===== src/sv/flood_duplicate_table_top_macros.svh =====
// Assertion helpers shared by the control and data path modules.
// Both expect clk and rst_n in scope.
`ifndef FLOOD_DUPLICATE_TABLE_TOP_MACROS_SVH
`define FLOOD_DUPLICATE_TABLE_TOP_MACROS_SVH

// same-cycle implication
`define FDT_ASSERT_IMP(label, ante, cons, msg) \
    label: assert property (@(posedge clk) disable iff (!rst_n) (ante) |-> (cons)) \
        else $error(msg);

// next-cycle implication
`define FDT_ASSERT_NXT(label, ante, cons, msg) \
    label: assert property (@(posedge clk) disable iff (!rst_n) (ante) |=> (cons)) \
        else $error(msg);

`endif


===== src/sv/fdt_pkg.sv =====
package fdt_pkg;

    localparam int DEFAULT_TABLE_DEPTH = 32;
    localparam int ADDR_W              = 32;
    localparam int ID_W                = 32;
    localparam int TIME_W              = 64;
    localparam int REMOVED_W           = 6;

    typedef enum logic [1:0] {
        OP_INSERT = 2'd0,
        OP_FIND   = 2'd1,
        OP_FLUSH  = 2'd2,
        OP_CLEAR  = 2'd3
    } fdt_op_t;

    typedef enum logic [1:0] {
        ST_DONE  = 2'd0,
        ST_FOUND = 2'd1,
        ST_MISS  = 2'd2,
        ST_FULL  = 2'd3
    } fdt_status_t;

    typedef struct packed {
        fdt_op_t            opcode;
        logic [ADDR_W-1:0]  src_addr;
        logic [ADDR_W-1:0]  dst_addr;
        logic [ID_W-1:0]    message_id;
        logic [TIME_W-1:0]  expiry_time;
        logic [TIME_W-1:0]  now_time;
    } fdt_req_t;

    typedef struct packed {
        fdt_status_t          status;
        logic [ADDR_W-1:0]    hit_dst_addr;
        logic [TIME_W-1:0]    hit_expiry;
        logic [REMOVED_W-1:0] removed_count;
    } fdt_rsp_t;

    typedef struct packed {
        logic [ADDR_W-1:0] src;
        logic [ADDR_W-1:0] dst;
        logic [ID_W-1:0]   id;
        logic [TIME_W-1:0] expiry;
    } fdt_entry_t;

    // controller -> datapath
    typedef struct packed {
        logic load;
        logic insert;
        logic clear;
        logic scan;
    } fdt_ctl_t;

    // datapath -> controller
    typedef struct packed {
        logic scan_end;
    } fdt_sts_t;

endpackage


===== src/sv/fdt_ctrl.sv =====
`include "flood_duplicate_table_top_macros.svh"

module fdt_ctrl
    import fdt_pkg::*;
(
    input  logic     clk,
    input  logic     rst_n,
    input  logic     start,
    input  fdt_op_t  opcode,
    input  fdt_sts_t sts,
    output fdt_ctl_t ctl,
    output logic     busy,
    output logic     done
);

    typedef enum logic [1:0] {
        S_IDLE,
        S_INS,
        S_CLR,
        S_SCAN
    } state_t;

    state_t state_reg;
    state_t state_next;
    logic   busy_reg;
    logic   done_reg;
    logic   done_next;

    always_comb
    begin
        state_next = state_reg;
        done_next  = 1'b0;
        case (state_reg)
            S_IDLE:
            begin
                if (start)
                begin
                    case (opcode)
                        OP_INSERT: state_next = S_INS;
                        OP_CLEAR:  state_next = S_CLR;
                        default:   state_next = S_SCAN;
                    endcase
                end
            end
            S_INS, S_CLR:
            begin
                state_next = S_IDLE;
                done_next  = 1'b1;
            end
            S_SCAN:
            begin
                if (sts.scan_end)
                begin
                    state_next = S_IDLE;
                    done_next  = 1'b1;
                end
            end
            default:
            begin
                state_next = S_IDLE;
            end
        endcase
    end

    always_ff @(posedge clk or negedge rst_n)
    begin
        if (!rst_n)
        begin
            state_reg <= S_IDLE;
            busy_reg  <= 1'b0;
            done_reg  <= 1'b0;
        end
        else
        begin
            state_reg <= state_next;
            busy_reg  <= (state_next != S_IDLE);
            done_reg  <= done_next;
        end
    end

    always_comb
    begin
        ctl.load   = (state_reg == S_IDLE) && start;
        ctl.insert = (state_reg == S_INS);
        ctl.clear  = (state_reg == S_CLR);
        ctl.scan   = (state_reg == S_SCAN);
    end

    assign busy = busy_reg;
    assign done = done_reg;

    `FDT_ASSERT_NXT(a_done_single, done_reg, !done_reg, "result strobe held two cycles")
    `FDT_ASSERT_IMP(a_done_idle, done_reg, !busy_reg, "result strobe while busy")
    `FDT_ASSERT_NXT(a_accept_busy, start && !busy_reg, busy_reg, "accepted beat left block idle")

endmodule


===== config.mk =====
export PLATFORM = sky130hd
export DESIGN_NAME = fdt_ctrl
export DESIGN_NICKNAME = d
export VERILOG_FILES = /design/src/sv/fdt_pkg.sv /design/src/sv/fdt_ctrl.sv
export VERILOG_INCLUDE_DIRS = /design/src /design/src/sv
export SDC_FILE = /design/constraint.sdc
export NUM_CORES = 1
export LEC_CHECK = 0
export ABC_AREA = 1
export BUFFER_PORTS_ARGS = -buffer_cell sky130_fd_sc_hd__buf_4
export CAP_MARGIN = 20
export CORE_AREA = 5 5 42 44
export DETAILED_ROUTE_END_ITERATION = 6
export DIE_AREA = 0 0 47 49
export SYNTH_ARGS = -nofsm -noshare
export SYNTH_HDL_FRONTEND = slang
export SYNTH_SLANG_ARGS = --single-unit

===== constraint.sdc =====
create_clock -name clk -period 3.2 [get_ports clk]
set_input_delay 0.48 -clock clk [delete_from_list [all_inputs] [get_ports clk]]
set_output_delay 0.48 -clock clk [all_outputs]
set_load 0.1 [all_outputs]

==> impl_metrics.env <==
export IMPL_status="complete, no violations"
export IMPL_cts_clk_slew_worst_paths_ns=0.04
export IMPL_die_w_um=47
export IMPL_numCtsBuffers=3
export IMPL_skew_ns=0.00529
export IMPL_r2r_cells=8
export IMPL_cts_setup_buffers=0
export IMPL_register_area_um2=100
export IMPL_dieHeight_um=49
export IMPL_crit_path_start_kind="flop"
export IMPL_cp_required_ns=2.72
export IMPL_hp_class="in -> async"
export IMPL_path_cells="inv_1 -> ha_1 -> nand2_1 -> inv_1 -> buf_4"
export IMPL_synthTopCellsByArea="dfrtp_1, ha_1, inv_1, nand2_2, nand2_1"
export IMPL_fin_area_um2=394
export IMPL_die_area_um2=2300
export IMPL_worst_r2r_setup_slack_ns=2.01
export IMPL_startpoint="state_reg[1]"
export IMPL_gr_total_overflow=0
export IMPL_max_freq_ghz=0.568
export IMPL_grt_pass1_wl_um=966
export IMPL_fillers=176
export IMPL_core_area_um2=1400
export IMPL_cp_end_kind="output pin"
export IMPL_firstDrtPassIters=2
export IMPL_cts_tree="yes"
export IMPL_ys_flop_type="dfrtp_1"
export IMPL_critical_path_slowest_cell="dfrtp_1"
export IMPL_max_slew_worst_pin_slew_ns=0.279
export IMPL_finalHoldViolCount=0
export IMPL_wl_per_cell_um=8.52
export IMPL_setup_violations_final=0
export IMPL_drive_gt1_share_pct=38.3
export IMPL_diodes=0
export IMPL_place_area_um2=372
export IMPL_io_pins=12
export IMPL_critPathTopFamily="buffers and inverters"
export IMPL_largest_reg_flops=2
export IMPL_multiInputGateArea_um2=139
export IMPL_rows=14
export IMPL_rr_startpoint="state_reg[1]"
export IMPL_slew_headroom_pct=81.5
export IMPL_period_needed_ns=1.76
export IMPL_crit_cells=5
export IMPL_slowest_delay_ns=0.42
export IMPL_finalMaxSlewViolations=0
export IMPL_synth_most_common_cell="inv_1"
export IMPL_rsz0062_at_grt="false"
export IMPL_antenna_found_initial=0
export IMPL_setup_tns_final_ns=0
export IMPL_maxCapViolCount=0
export IMPL_drc=0
export IMPL_ys_ff_latch=4
export IMPL_arrival_ns=1.28
export IMPL_dp_cells=60
export IMPL_cts_root_buf="clkbuf_4"
export IMPL_clockBufferDepth=2
export IMPL_ys_seq_area_share_pct=37.2
export IMPL_clkSinkCount=4
export IMPL_clk_latency_ns=0.23
export IMPL_dp_hpwl_um=475
export IMPL_globalplace_congestion=0.707
export IMPL_synth_edf_count=0
export IMPL_crit_path_end="ctl[3]"
export IMPL_netlist_area_leader_share_pct=37.2
export IMPL_cpMostUsedCell="inv_1"
export IMPL_synthArstFlopShare_pct=100
export IMPL_synthDistinctLibCells=10
export IMPL_ctsResizeCount=0
export IMPL_ys_top_cells_by_count="inv_1, ha_1, dfrtp_1, nand2_1, nor2_1"
export IMPL_synthCells=33
export IMPL_grt_max_degree=6
export IMPL_critPathMaxFanout=5
export IMPL_post_route_period_util_pct=55.0
export IMPL_avgSynthCellArea_um2=8.15
export IMPL_cp_buffers_inverters=3
export IMPL_grtUsageTotal_pct=6.06
export IMPL_fin_cells=63
export IMPL_hold_worst_slack_ns=0.0330
export IMPL_io_buffers=11
export IMPL_hold_buffers=0
export IMPL_vias_per_cell=3.90
export IMPL_vias=246
export IMPL_grt_pass1_vias=237
export IMPL_htreeDepth=1
export IMPL_r2r_end="busy"
export IMPL_start_util_pct=19.2
export IMPL_ant_nets=0
export IMPL_area_growth_syn_to_layout_pct=46.5
export IMPL_syn_area_um2=269
export IMPL_nets=60
export IMPL_worstSetupPathType="reg -> out"
export IMPL_yosysWarnings=0
export IMPL_drtIter0Drc=1
export IMPL_syn_nets=44
export IMPL_wirelength_um=537
export IMPL_synth_area_leader_cell="dfrtp_1"
==> worst reg2reg max path, stage by stage, from the launching register on <==
cell     delay [ns]
dfrtp_1        0.41
inv_1          0.10
ha_1           0.21
inv_1          0.10
nor2_1         0.05
nand2_1        0.06
nand2_2        0.05
inv_1          0.06
nand2_2        0.04
==> metrics by stage <==
stage / setup slack, ns / util (%)
after global placement: 1.68 / 26.5
after detailed placement: 1.67 / 26.5
after global routing: 1.35 / 28.1
final: 1.44 / 28.1
after floorplan: 1.43 / -
after CTS: 1.42 / 28.1
==> kinds of logic after synthesis <==
logic type / count (synthesis) / share of synthesized area, %
AND/OR/NAND/NOR: 15 / 26.5
buffers and inverters: 8 / 11.2
adder cells (fa/ha/maj): 5 / 23.3
flip-flops: 4 / 37.2
AO/OA/AOI/OAI: 1 / 1.86
==> layout make-up <==
cell class | instances | area share [%]
timing repair buffer | 11 | 21.0
sequential | 4 | 25.4
tap | 16 | 5.08
inverter | 8 | 7.62
multi-input combinational | 21 | 35.2
clock buffer | 3 | 5.71
==> how the worst min path moves through the flow <==
stage | startpoint | endpoint | slack (ns) | cells after the start
global placement | rst_n | busy | 0.28 | 1
finish | rst_n | busy | 0.03 | 1
global route | rst_n | done | 0.03 | 1
CTS | rst_n | busy | 0.03 | 1
detailed placement | rst_n | busy | 0.28 | 1
floorplan | rst_n | busy | 0.18 | 0
==> layer usage <==
metal	global-route usage, %	share of wire, %
met1	6.62	38
met2	8.37	52
met3	4.80	9.9
met4	2.76	0
met5	0	0
==> cells in the final DEF (no fill, tap or decap) <==
cell type and n:
nand2_2 3, a21oi_1 1, nand2_1 4, dfrtp_1 4, ha_1 5, inv_1 7, nand4_1 2, clkbuf_4 3
nand3_1 2, buf_4 11, inv_2 1, nor2_1 4
Power is left out: the tool's default activity adds up to more than one toggle a clock period on the data nets, which glitch-free logic cannot reach.
